[config.mk]
export PLATFORM = sky130hd
export DESIGN_NAME = energy_voice_activity_detector_top
export DESIGN_NICKNAME = d
export VERILOG_FILES = /design/src/hw/rtl/evad_pkg.sv /design/src/hw/rtl/evad_ctrl.sv /design/src/hw/rtl/evad_dp.sv /design/src/hw/rtl/energy_voice_activity_detector_top.sv
export SDC_FILE = /design/constraint.sdc
export NUM_CORES = 2
export LEC_CHECK = 0
export ABC_CLOCK_PERIOD_IN_PS = 9400
export BUFFER_PORTS_ARGS = -buffer_cell sky130_fd_sc_hd__buf_2
export CORE_MARGIN = 4
export CORE_UTILIZATION = 30
export CTS_BUF_LIST = sky130_fd_sc_hd__clkbuf_8
export DETAILED_ROUTE_END_ITERATION = 7
export PLACE_DENSITY = 0.48
export SKIP_CTS_REPAIR_TIMING = 1
export SLEW_MARGIN = 20
export SYNTH_ARGS = -nofsm -noshare
export SYNTH_HDL_FRONTEND = slang
export SYNTH_SLANG_ARGS = --single-unit
[constraint.sdc]
create_clock -name clk -period 9.4 [get_ports clk]
set_input_delay 0 -clock clk [delete_from_list [all_inputs] [get_ports clk]]
set_output_delay 0 -clock clk [all_outputs]
set_load 0.01 [all_outputs]
[src/hw/rtl/evad_pkg.sv]
// Package for the energy voice activity detector.
// Holds widths, register indexes, reset values, the controller state type and
// the command and status structs shared by the controller and the datapath.
package evad_pkg;

    localparam int SAMPLE_FIELD_BITS = 16;
    localparam int SUM_BITS          = 48;
    localparam int POS_BITS          = 32;
    localparam int FILL_BITS         = 16;
    localparam int THR_BITS          = 16;
    localparam int ENERGY_BITS       = 16;
    localparam int CFG_DATA_BITS     = 32;
    localparam int CFG_INDEX_BITS    = 2;
    localparam int DIV_STEPS         = 48;
    localparam int ROOT_STEPS        = 24;
    localparam int STEP_BITS         = 6;
    localparam int ROOT_INDEX_BITS   = 5;

    localparam logic [CFG_INDEX_BITS-1:0] CFG_ENERGY_THRESHOLD = 2'd0;
    localparam logic [CFG_INDEX_BITS-1:0] CFG_CHUNK_LENGTH     = 2'd1;
    localparam logic [CFG_INDEX_BITS-1:0] CFG_MIN_SPEECH       = 2'd2;

    localparam logic [THR_BITS-1:0]  RESET_ENERGY_THRESHOLD = 16'd655;
    localparam logic [FILL_BITS-1:0] RESET_CHUNK_LENGTH     = 16'd1600;
    localparam logic [POS_BITS-1:0]  RESET_MIN_SPEECH       = 32'd8000;

    typedef enum logic [2:0] {
        ST_IDLE,
        ST_SQUARE,
        ST_ACCUM,
        ST_PRODUCT,
        ST_DECIDE,
        ST_DIVIDE,
        ST_ROOT,
        ST_EMIT
    } state_t;

    typedef struct packed {
        logic [THR_BITS-1:0]  energy_threshold;
        logic [FILL_BITS-1:0] chunk_length;
        logic [POS_BITS-1:0]  min_speech_samples;
    } cfg_t;

    typedef struct packed {
        logic                       load_sample;
        logic                       square;
        logic                       accumulate;
        logic                       product;
        logic                       decide;
        logic                       div_step;
        logic                       root_step;
        logic [ROOT_INDEX_BITS-1:0] root_index;
        logic                       emit;
    } cmd_t;

    typedef struct packed {
        logic chunk_end;
        logic report;
        logic out_free;
    } status_t;

endpackage

[src/hw/rtl/evad_ctrl.sv]
// Controller for the energy voice activity detector.
// Sequences sample, chunk-end, divide, root and emit steps; uses evad_pkg.
module evad_ctrl
(
    input  logic              clk,
    input  logic              rst_n,
    input  logic              sample_valid,
    output logic              sample_stall,
    input  evad_pkg::status_t status,
    output evad_pkg::cmd_t    cmd
);

    evad_pkg::state_t                  state_reg, state_next;
    logic [evad_pkg::STEP_BITS-1:0]    step_reg, step_next;

    always_ff @(posedge clk or negedge rst_n)
    begin
        if (!rst_n)
        begin
            state_reg <= evad_pkg::ST_IDLE;
            step_reg  <= '0;
        end
        else
        begin
            state_reg <= state_next;
            step_reg  <= step_next;
        end
    end

    always_comb
    begin
        cmd          = '0;
        state_next   = state_reg;
        step_next    = step_reg;
        sample_stall = 1'b1;
        case (state_reg)
            evad_pkg::ST_IDLE:
            begin
                sample_stall = 1'b0;
                if (sample_valid)
                begin
                    cmd.load_sample = 1'b1;
                    state_next      = evad_pkg::ST_SQUARE;
                end
            end
            evad_pkg::ST_SQUARE:
            begin
                cmd.square = 1'b1;
                state_next = evad_pkg::ST_ACCUM;
            end
            evad_pkg::ST_ACCUM:
            begin
                cmd.accumulate = 1'b1;
                state_next     = status.chunk_end ? evad_pkg::ST_PRODUCT : evad_pkg::ST_IDLE;
            end
            evad_pkg::ST_PRODUCT:
            begin
                cmd.product = 1'b1;
                state_next  = evad_pkg::ST_DECIDE;
            end
            evad_pkg::ST_DECIDE:
            begin
                cmd.decide = 1'b1;
                step_next  = '0;
                state_next = status.report ? evad_pkg::ST_DIVIDE : evad_pkg::ST_IDLE;
            end
            evad_pkg::ST_DIVIDE:
            begin
                cmd.div_step = 1'b1;
                if (step_reg == evad_pkg::STEP_BITS'(evad_pkg::DIV_STEPS - 1))
                begin
                    step_next  = '0;
                    state_next = evad_pkg::ST_ROOT;
                end
                else
                begin
                    step_next = step_reg + 1'b1;
                end
            end
            evad_pkg::ST_ROOT:
            begin
                cmd.root_step  = 1'b1;
                cmd.root_index = step_reg[evad_pkg::ROOT_INDEX_BITS-1:0];
                if (step_reg == evad_pkg::STEP_BITS'(evad_pkg::ROOT_STEPS - 1))
                begin
                    step_next  = '0;
                    state_next = evad_pkg::ST_EMIT;
                end
                else
                begin
                    step_next = step_reg + 1'b1;
                end
            end
            evad_pkg::ST_EMIT:
            begin
                if (status.out_free)
                begin
                    cmd.emit   = 1'b1;
                    state_next = evad_pkg::ST_IDLE;
                end
            end
            default:
            begin
                state_next = evad_pkg::ST_IDLE;
            end
        endcase
    end

    a_decide_after_product: assert property (@(posedge clk) disable iff (!rst_n)
        state_reg == evad_pkg::ST_DECIDE |-> $past(state_reg) == evad_pkg::ST_PRODUCT)
        else $error("decide step not preceded by product step");

    a_full_divide: assert property (@(posedge clk) disable iff (!rst_n)
        (state_reg == evad_pkg::ST_ROOT && $past(state_reg) == evad_pkg::ST_DIVIDE)
        |-> $past(step_reg) == evad_pkg::STEP_BITS'(evad_pkg::DIV_STEPS - 1))
        else $error("root started before divide finished");

    a_emit_after_root: assert property (@(posedge clk) disable iff (!rst_n)
        state_reg == evad_pkg::ST_EMIT
        |-> ($past(state_reg) == evad_pkg::ST_ROOT || $past(state_reg) == evad_pkg::ST_EMIT))
        else $error("emit reached without root");

endmodule

[src/hw/rtl/evad_dp.sv]
// Datapath for the energy voice activity detector.
// Chunk accumulator, threshold product, divider, square root and result word;
// uses evad_pkg and is driven by evad_ctrl commands.
module evad_dp
#(
    parameter int SAMPLE_BITS = 16
)
(
    input  logic                                       clk,
    input  logic                                       rst_n,
    input  evad_pkg::cfg_t                             cfg,
    input  evad_pkg::cmd_t                             cmd,
    output evad_pkg::status_t                          status,
    input  logic signed [evad_pkg::SAMPLE_FIELD_BITS-1:0] sample,
    input  logic                                       final_sample,
    output logic                                       result_valid,
    input  logic                                       result_stall,
    output logic [evad_pkg::POS_BITS-1:0]              start_sample,
    output logic [evad_pkg::POS_BITS-1:0]              end_sample,
    output logic [evad_pkg::ENERGY_BITS-1:0]           closing_energy
);

    localparam int SQ_BITS = 2 * SAMPLE_BITS;
    localparam int SB      = evad_pkg::SUM_BITS;
    localparam int PB      = evad_pkg::POS_BITS;
    localparam int FB      = evad_pkg::FILL_BITS;
    localparam logic [SB-1:0] ROOT_TOP = SB'(1) << (SB - 2);

    logic [SAMPLE_BITS-1:0] raw, mag_next, mag_reg;
    logic                   final_reg;
    logic [SQ_BITS-1:0]     sq_reg;
    logic [2*evad_pkg::THR_BITS-1:0] thr_sq_reg;
    logic [SB-1:0]          prod_reg;
    logic                   span_ok_reg;

    logic [SB-1:0] sum_reg, sum_next;
    logic [FB-1:0] fill_reg, fill_next;
    logic [PB-1:0] chunk_pos_reg, chunk_pos_next;
    logic          active_reg, active_next;
    logic [PB-1:0] speech_pos_reg, speech_pos_next;

    logic [SB-1:0] quot_reg, quot_next;
    logic [FB-1:0] rem_reg, rem_next;
    logic [SB-1:0] rad_reg, rad_next;
    logic [SB-1:0] res_reg, res_next;

    logic                               result_valid_reg, result_valid_next;
    logic [PB-1:0]                      start_reg, end_reg;
    logic [evad_pkg::ENERGY_BITS-1:0]   energy_reg;

    logic [FB:0]   fill_inc;
    logic [SB:0]   sum_add;
    logic [PB:0]   pos_add;
    logic [PB-1:0] pos_sat;
    logic [PB-1:0] span;
    logic          is_speech;
    logic          report;
    logic          finish;
    logic [FB:0]   rem_shift;
    logic          div_take;
    logic [SB-1:0] rad_cur, res_cur, root_bit;
    logic [SB:0]   trial;
    logic          root_fits;
    logic [evad_pkg::ENERGY_BITS-1:0] energy_sat;

    // zero-extend or truncate the 16-bit field to the sample width
    assign raw      = SAMPLE_BITS'({{SAMPLE_BITS{1'b0}}, sample});
    assign mag_next = raw[SAMPLE_BITS-1] ? (~raw + 1'b1) : raw;

    assign fill_inc  = {1'b0, fill_reg} + (FB + 1)'(1);
    assign sum_add   = {1'b0, sum_reg} + (SB + 1)'(sq_reg);
    assign pos_add   = {1'b0, chunk_pos_reg} + (PB + 1)'(fill_reg);
    assign pos_sat   = pos_add[PB] ? '1 : pos_add[PB-1:0];
    assign span      = chunk_pos_reg - speech_pos_reg;
    assign is_speech = sum_reg > prod_reg;
    assign report    = !is_speech && active_reg && span_ok_reg;
    assign finish    = (cmd.decide && !report) || cmd.emit;

    // restoring divide, one quotient bit per step
    assign rem_shift = {rem_reg, quot_reg[SB-1]};
    assign div_take  = rem_shift >= {1'b0, fill_reg};

    // bit-pair square root, one result bit per step
    assign rad_cur   = (cmd.root_index == '0) ? quot_reg : rad_reg;
    assign res_cur   = (cmd.root_index == '0) ? '0 : res_reg;
    assign root_bit  = ROOT_TOP >> {cmd.root_index, 1'b0};
    assign trial     = {1'b0, res_cur} + {1'b0, root_bit};
    assign root_fits = {1'b0, rad_cur} >= trial;

    assign energy_sat = (res_reg[SB-1:evad_pkg::ENERGY_BITS] != '0) ? '1
                      : res_reg[evad_pkg::ENERGY_BITS-1:0];

    assign status.chunk_end = (fill_inc >= {1'b0, cfg.chunk_length}) || final_reg;
    assign status.report    = report;
    assign status.out_free  = !result_valid_reg || !result_stall;

    always_comb
    begin
        sum_next          = sum_reg;
        fill_next         = fill_reg;
        chunk_pos_next    = chunk_pos_reg;
        active_next       = active_reg;
        speech_pos_next   = speech_pos_reg;
        quot_next         = quot_reg;
        rem_next          = rem_reg;
        rad_next          = rad_reg;
        res_next          = res_reg;
        result_valid_next = result_valid_reg && result_stall;

        if (cmd.accumulate)
        begin
            sum_next  = sum_add[SB] ? '1 : sum_add[SB-1:0];
            fill_next = fill_inc[FB-1:0];
        end

        if (cmd.decide)
        begin
            if (is_speech && !active_reg)
            begin
                active_next     = 1'b1;
                speech_pos_next = chunk_pos_reg;
            end
            else if (!is_speech && active_reg)
            begin
                active_next = 1'b0;
            end
            quot_next = sum_reg;
            rem_next  = '0;
        end

        if (cmd.div_step)
        begin
            if (div_take)
            begin
                rem_next = FB'(rem_shift - {1'b0, fill_reg});
            end
            else
            begin
                rem_next = rem_shift[FB-1:0];
            end
            quot_next = {quot_reg[SB-2:0], div_take};
        end

        if (cmd.root_step)
        begin
            if (root_fits)
            begin
                rad_next = rad_cur - trial[SB-1:0];
                res_next = (res_cur >> 1) + root_bit;
            end
            else
            begin
                rad_next = rad_cur;
                res_next = res_cur >> 1;
            end
        end

        if (cmd.emit)
        begin
            result_valid_next = 1'b1;
        end

        if (finish)
        begin
            chunk_pos_next = pos_sat;
            sum_next       = '0;
            fill_next      = '0;
            if (final_reg)
            begin
                chunk_pos_next  = '0;
                active_next     = 1'b0;
                speech_pos_next = '0;
            end
        end
    end

    always_ff @(posedge clk or negedge rst_n)
    begin
        if (!rst_n)
        begin
            sum_reg          <= '0;
            fill_reg         <= '0;
            chunk_pos_reg    <= '0;
            active_reg       <= 1'b0;
            speech_pos_reg   <= '0;
            result_valid_reg <= 1'b0;
            final_reg        <= 1'b0;
        end
        else
        begin
            sum_reg          <= sum_next;
            fill_reg         <= fill_next;
            chunk_pos_reg    <= chunk_pos_next;
            active_reg       <= active_next;
            speech_pos_reg   <= speech_pos_next;
            result_valid_reg <= result_valid_next;
            if (cmd.load_sample)
            begin
                final_reg <= final_sample;
            end
        end
    end

    always_ff @(posedge clk)
    begin
        if (cmd.load_sample)
        begin
            mag_reg <= mag_next;
        end
        if (cmd.square)
        begin
            sq_reg     <= mag_reg * mag_reg;
            thr_sq_reg <= cfg.energy_threshold * cfg.energy_threshold;
        end
        if (cmd.product)
        begin
            prod_reg    <= SB'(thr_sq_reg * fill_reg);
            span_ok_reg <= span >= cfg.min_speech_samples;
        end
        quot_reg <= quot_next;
        rem_reg  <= rem_next;
        rad_reg  <= rad_next;
        res_reg  <= res_next;
        if (cmd.emit)
        begin
            start_reg  <= speech_pos_reg;
            end_reg    <= chunk_pos_reg;
            energy_reg <= energy_sat;
        end
    end

    assign result_valid   = result_valid_reg;
    assign start_sample   = start_reg;
    assign end_sample     = end_reg;
    assign closing_energy = energy_reg;

    a_no_overwrite: assert property (@(posedge clk) disable iff (!rst_n)
        cmd.emit |-> !(result_valid_reg && result_stall))
        else $error("result word overwritten while stalled");

    a_final_clears: assert property (@(posedge clk) disable iff (!rst_n)
        (finish && final_reg) |=> (!active_reg && fill_reg == '0 && chunk_pos_reg == '0))
        else $error("state not cleared after final chunk");

endmodule

[src/hw/rtl/energy_voice_activity_detector_top.sv]
// Top level of the energy voice activity detector.
// Holds the configuration registers and joins evad_ctrl and evad_dp; uses evad_pkg.
//
//   channel  | handshake                    | word
//   ---------+------------------------------+---------------------------------------
//   samples  | sample_valid / sample_stall  | sample, final_sample
//   results  | result_valid / result_stall  | start_sample, end_sample, closing_energy
//   config   | cfg_we                       | cfg_index, cfg_data
//
// A sample runs load, square and accumulate; a chunk end adds product and decide.
// A chunk end that reports then runs 48 divide steps, 24 root steps and an emit step,
// as the divider and square root give one bit per cycle.
// Reset clears all chunk and speech state at once; no clearing pass.
// The result word waits in a register; a new sample is accepted while it is stalled,
// and a following report waits in the emit step until the word is taken.
module energy_voice_activity_detector_top
#(
    parameter int SAMPLE_BITS = 16
)
(
    input  logic                                          clk,
    input  logic                                          rst_n,
    input  logic                                          cfg_we,
    input  logic [evad_pkg::CFG_INDEX_BITS-1:0]           cfg_index,
    input  logic [evad_pkg::CFG_DATA_BITS-1:0]            cfg_data,
    input  logic                                          sample_valid,
    output logic                                          sample_stall,
    input  logic signed [evad_pkg::SAMPLE_FIELD_BITS-1:0] sample,
    input  logic                                          final_sample,
    output logic                                          result_valid,
    input  logic                                          result_stall,
    output logic [evad_pkg::POS_BITS-1:0]                 start_sample,
    output logic [evad_pkg::POS_BITS-1:0]                 end_sample,
    output logic [evad_pkg::ENERGY_BITS-1:0]              closing_energy
);

    evad_pkg::cfg_t    cfg_reg, cfg_next;
    evad_pkg::cmd_t    cmd;
    evad_pkg::status_t status;

    always_comb
    begin
        cfg_next = cfg_reg;
        if (cfg_we)
        begin
            case (cfg_index)
                evad_pkg::CFG_ENERGY_THRESHOLD:
                    cfg_next.energy_threshold = cfg_data[evad_pkg::THR_BITS-1:0];
                evad_pkg::CFG_CHUNK_LENGTH:
                    cfg_next.chunk_length = cfg_data[evad_pkg::FILL_BITS-1:0];
                evad_pkg::CFG_MIN_SPEECH:
                    cfg_next.min_speech_samples = cfg_data[evad_pkg::POS_BITS-1:0];
                default:
                    cfg_next = cfg_reg;
            endcase
        end
    end

    always_ff @(posedge clk or negedge rst_n)
    begin
        if (!rst_n)
        begin
            cfg_reg.energy_threshold   <= evad_pkg::RESET_ENERGY_THRESHOLD;
            cfg_reg.chunk_length       <= evad_pkg::RESET_CHUNK_LENGTH;
            cfg_reg.min_speech_samples <= evad_pkg::RESET_MIN_SPEECH;
        end
        else
        begin
            cfg_reg <= cfg_next;
        end
    end

    evad_ctrl u_ctrl
    (
        .clk          (clk),
        .rst_n        (rst_n),
        .sample_valid (sample_valid),
        .sample_stall (sample_stall),
        .status       (status),
        .cmd          (cmd)
    );

    evad_dp
    #(
        .SAMPLE_BITS (SAMPLE_BITS)
    )
    u_dp
    (
        .clk            (clk),
        .rst_n          (rst_n),
        .cfg            (cfg_reg),
        .cmd            (cmd),
        .status         (status),
        .sample         (sample),
        .final_sample   (final_sample),
        .result_valid   (result_valid),
        .result_stall   (result_stall),
        .start_sample   (start_sample),
        .end_sample     (end_sample),
        .closing_energy (closing_energy)
    );

endmodule

* Yosys cells after proc, flatten, opt, wreduce, memory -nomap -nowiden
Index checks and enable logic that the tools add are counted.
Word-level totals: logic and storage cells 133, bits of input ports 56, output and inout bits 82, bits in registers 573
Cells by class: shift-type cells 1, magnitude comparators 5, $mul 3, equal/unequal tests 15, $add $sub $neg 10, reductions and logical operators 24, mux-type cells 48, bitwise logic cells 1
Operators with widths (count):
- 2-to-1 mux 48 bit | 8
- 2-to-1 mux 32 bit | 6
- 2-to-1 mux 16 bit | 5
- multiplier 16 x 16 -> 32 bit | 2
- adder 48 x 32 -> 49 bit | 1
- adder 48 x 48 -> 49 bit | 1
- greater-or-equal comparator 48 x 49 -> 1 bit | 1
- adder 47 x 48 -> 48 bit | 1
- greater-than comparator 48 bit | 1
- multiplier 32 x 16 -> 48 bit | 1
- >> shifter 47 x 6 -> 48 bit, first input constant | 1
- subtractor 48 bit | 1
- 2-to-1 mux 47 bit | 1
- greater-or-equal comparator 17 x 16 -> 1 bit | 2
- adder 32 x 16 -> 33 bit | 1
- greater-or-equal comparator 32 bit | 1
- nonzero test 32 bit | 1
- subtractor 32 bit | 1
- case mux 3 bit (8 select lines) | 1
- 2-to-1 mux 6 bit | 3
- case mux 6 bit (3 select lines) | 1
- adder 16 x 1 -> 17 bit, second input constant | 1
- adder 16 x 1 -> 16 bit, second input constant | 1
- 2-to-1 mux 1 bit | 16
- other kinds (25) | 48

* Depth between registers and ports, before layout
word-level depth 8, gate-level depth with buffers 44, gate-level depth less buffers 33

* Hierarchy
A second synthesis with hierarchy kept.
Second synthesis, totals: cells, all modules 7018, area total of the unflattened synthesis 66038.3 sq um
By module, submodules not included:
- evad_dp | cells an instance 6802, times used 1, seq. area each 14298.7 sq um, area an instance 62992.9 sq um
- energy_voice_activity_detector_top | cells an instance 136, times used 1, seq. area each 1620.3 sq um, area an instance 2423.6 sq um
- evad_ctrl | cells an instance 80, times used 1, seq. area each 225.2 sq um, area an instance 621.8 sq um

* Least setup slack after synthesis
OpenSTA, ideal clock, no wires.
path type register to register, start point reg u_ctrl.state_reg[0], end point reg u_dp.res_reg[5], data pin, period minus slack after synthesis 9.141 ns, path buffers 10, cell stages (with the launch flop) 41, data required time 9.140 ns, data arrival time 8.881 ns, setup time 0.260 ns, slack 0.259 ns, cells stage by stage dfrtp_1 > nand3b_2 > inv_2 > o21a_4 > buf_6 > buf_6 > clkbuf_1 > clkbuf_1 > clkbuf_1 > clkbuf_1 > clkbuf_1 > and2_1 > ha_1 > ha_1 > inv_1 > a211o_1 > a21oi_1 > a31oi_4 > [5 not listed] > a31oi_1 > o21ai_0 > nand2_1 > xor2_1 > ha_1 > nand3_1 > or3_1 > a31oi_1 > o31ai_1 > a31oi_1 > o31ai_1 > a211o_1 > a41o_1 > buf_4 > buf_6 > buf_6 > nor3_1 > nor3_2
Between the ends: word-level cells in the longest chain between the ends 7, elaborated cells on any way between the ends 10, classes of those cells 2 x add/sub; 1 x order compare; 1 x eq/ne; 1 x shift; 4 x mux; 1 x reduce/logical
Ends and longest elaborated chain:
- from (decl) | line evad_ctrl.sv:13 | evad_pkg::state_t state_reg, state_next;
- from (signal assigned) | line evad_ctrl.sv:20 | state_reg <= evad_pkg::ST_IDLE;
- from (signal assigned) | line evad_ctrl.sv:25 | state_reg <= state_next;
- == test 3 bit (*) | line evad_ctrl.sv:36 | case (state_reg)
- 2-to-1 mux 6 bit (*) | line evad_ctrl.sv:36
- parallel branches: the longest is 4 deep, another holds adder 48 x 48 -> 49 bit
- 2-to-1 mux 47 bit (*) | line evad_dp.sv:146 | if (root_fits)
- to (signal assigned) | line evad_dp.sv:223 | res_reg <= res_next;
- to (decl) | line evad_dp.sv:45 | logic [SB-1:0] res_reg, res_next;
Mark *: on every way between the ends. A chain may end at the register's enable or synchronous reset.

* Worst setup path after layout
start point reg u_ctrl.state_reg[0], end point reg u_dp.rad_reg[20], data pin
Between the ends: word-level cells in the longest chain between the ends 7, elaborated cells on any way between the ends 10, classes of those cells 2 x add/sub; 1 x order compare; 1 x eq/ne; 1 x shift; 4 x mux; 1 x reduce/logical
Ends and longest elaborated chain:
- == test 3 bit (*) | line evad_ctrl.sv:36
- 2-to-1 mux 6 bit (*) | line evad_ctrl.sv:36
- parallel branches: the longest is 4 deep, another holds adder 48 x 48 -> 49 bit
- 2-to-1 mux 48 bit (*) | line evad_dp.sv:146
- to (signal assigned) | line evad_dp.sv:222 | rad_reg <= rad_next;
- to (decl) | line evad_dp.sv:44 | logic [SB-1:0] rad_reg, rad_next;
Marked as above.

==> run metrics <==
status complete, no violations; max reg flops 64; synth top area cells fa_1 23%, edfxtp_1 17%, ha_1 12%; Storage cell area 16150 um2; Post-synth EDFFs 367; cells after synthesis 7049; top-level port count 138; Yosys cell types 102; initial antenna violation count 6; die width 474.5 um; nets 8620; CP peak stage delay 0.65 ns; Setup violations, final 0; Adder-Cell Fraction of Synth Area 34.37%; total CTS buffers 108; num rows 170; global route total overflow 0; Req. time, crit path 9.97 ns; deepest clock path buffer count 3; Clk Latency, worst-skew pair 0.88 ns; post-DR vias/cell 4.801; Synth Flop Type edfxtp_1; count leader, synth inv_1; worst setup path class reg -> reg; CP Max Fanout 90; TritonCTS clock tree yes; area occupied by multi-input gates 43640 um2; Port Buffer Count 137; first-pass GRT wire length 284600 um; Slew @ Worst Pin 1.105 ns; top cells by count, synth 1206 x inv_1, 1042 x nand2_1, 742 x fa_1; post-synth top area share 22.76%; routability cong. 0.8756; initial DRC count 2507; vias in the first global route 50340; ratio of final minimum period to clock period 92.45%; total negative slack 0 ns; worst relative slew slack 26.34%; RSZ-0062 raised after global routing no; xor and xnor area share after synthesis 4.683%; P&R area growth vs syn 11.06%; initial core utilization 30.29%; Via Count 48730; asr flop ratio synth 35.73%; Synth Area in Simple Gates 14.98%; mux cell area share after synthesis 1.873%; core area 215500 um2; # clock sinks 571; Reg clk slew, reported paths 0.06 ns; Pre-Repair DR Iteration Count 7; synthesized area per cell 9.260 um2; WL final 178800 um; largest area contributor in the netlist fa_1; CTS root buf clkbuf_8; Post-DRT Antenna Nets 0; Synth Register Bits 571; pins over their slew limit 0; largest family of logic cells by synthesized area adder cells; DP Wirelength 137700 um; H-tree depth 3; ratio of cells with drive above 1 in the final layout 7.045%; synth warn 0; largest net degree at the start of global routing 102; drt drc 0; fin crit period 8.691 ns; f_max 115.1 MHz; Filler cells 22250; compound-gate portion of the synthesized area 10.76%; cell area after synthesis 65270 um2; final hold viol count 0; All-Layer GR Usage 15.87%; Wirelength per Cell 17.62 um; CP arrival 9.26 ns; CP max stage cell a41o_4; clock skew 0.08031 ns; part of the Yosys area used for sequential elements 24.73%; worst hold-check path type in -> reg; max-cap viol count 0; Die Area 225100 um2; Die Y 474.5 um; CP Capture Type register; CP Launch Type register
-- metrics by stage --
stage / utilization [%] / instances / worst slack, ns / hold WS, ns / instance area (um2)
final: 33.64 / 10150 / 0.7094 / 0.04221 / 72490
after global routing: 33.64 / 10150 / 0.03332 / 0.01182 / 72490
after CTS: 33.01 / 10020 / 0.6811 / -0.8489 / 71120
after detailed placement: 31.98 / 9812 / 0.7882 / 0.1390 / 68910
after global placement: 31.98 / 9812 / 0.9516 / 0.1350 / 68910
after floorplan: - / 7055 / 0.2591 / -0.2956 / 65300
-- logic make-up after synthesis --
| group | count (synthesis) |
|---|---|
| multiplexers | 114 |
| flip-flops | 571 |
| buffers and inverters | 1471 |
| adder cells (fa/ha/maj) | 1348 |
| AND/OR/NAND/NOR | 2105 |
| XOR/XNOR | 349 |
| AO/OA/AOI/OAI | 1089 |
| other | 2 |
-- layout make-up --
cell class                      instances  share of cell area, %
Sequential cell                       571                  22.27
Multi-Input combinational cell       5013                  60.20
Timing Repair Buffer                  313                  3.312
Clock inverter                         85                 0.7974
Clock buffer                          118                  2.240
Tap cell                             2838                  4.898
Inverter                             1210                  6.271
Antenna cell                            2               0.006904
-- routing by layer --
layer	up-vias	track usage [%]	wire (um)
met5	-	0	0
met2	939	27.49	87020
li1	23290	-	-
met4	0	3.217	3421
met1	24310	21.31	80370
met3	196	1.925	7987
-- worst paths after layout --
kind / from / endpoint / slack [ns] / cells past startpoint
worst max register to register: u_ctrl.state_reg[0] / u_dp.rad_reg[20] / 0.71 / 30
min in group asynchronous: rst_n / cfg_reg[12] / 0.34 / 3
worst min register to register: u_dp.speech_pos_reg[5] / u_dp.start_sample[5] / 0.47 / 0
worst min-delay path: cfg_data[12] / cfg_reg[12] / 0.04 / 3
worst max-delay path: u_ctrl.state_reg[0] / u_dp.rad_reg[20] / 0.71 / 30
max in group asynchronous: rst_n / u_dp.sum_reg[8] / 8.12 / 4
-- placed cells by master (no fill, tap or decap), drive strengths merged, types with 14 or more instances in the layout --
cell type    synthesis  final
nand3              107    107
or2                 22     22
mux2                65     65
and2               299    299
a31o                20     20
o31ai               28     28
edfxtp             367    367
fa                 742    742
and3                42     42
a21boi              14     14
nor2               284    284
a211oi              37     37
nand2             1043   1043
nor3                46     46
clkinv               0     30
xor2               117    117
o21bai              50     50
buf                 38    182
a21o               144    144
a21oi              312    312
a31oi               66     66
clkbuf             223    118
nor4                22     22
nand2b              62     62
dlygate4sd3          0    131
o21a                28     28
o21ai              255    255
nor2b               60     60
dfrtp              189    189
dfstp               15     15
or3                 31     31
nand4               51     51
mux2i               49     49
xnor2              232    232
ha                 605    605
inv               1210   1256
-- worst max-delay path: cells and delay by family, from the launching register on --
family                   cells  cell delay (ns)
AND/OR/NAND/NOR              6             1.36
buffers and inverters        3             0.79
multiplexers                 1             0.38
flip-flops                   1             0.49
AO/OA/AOI/OAI               15             3.90
XOR/XNOR                     1             0.15
adder cells (fa/ha/maj)      4             1.20
Power is left out: the tool's default activity adds up to more than one toggle a clock period on the data nets, which glitch-free logic cannot reach.
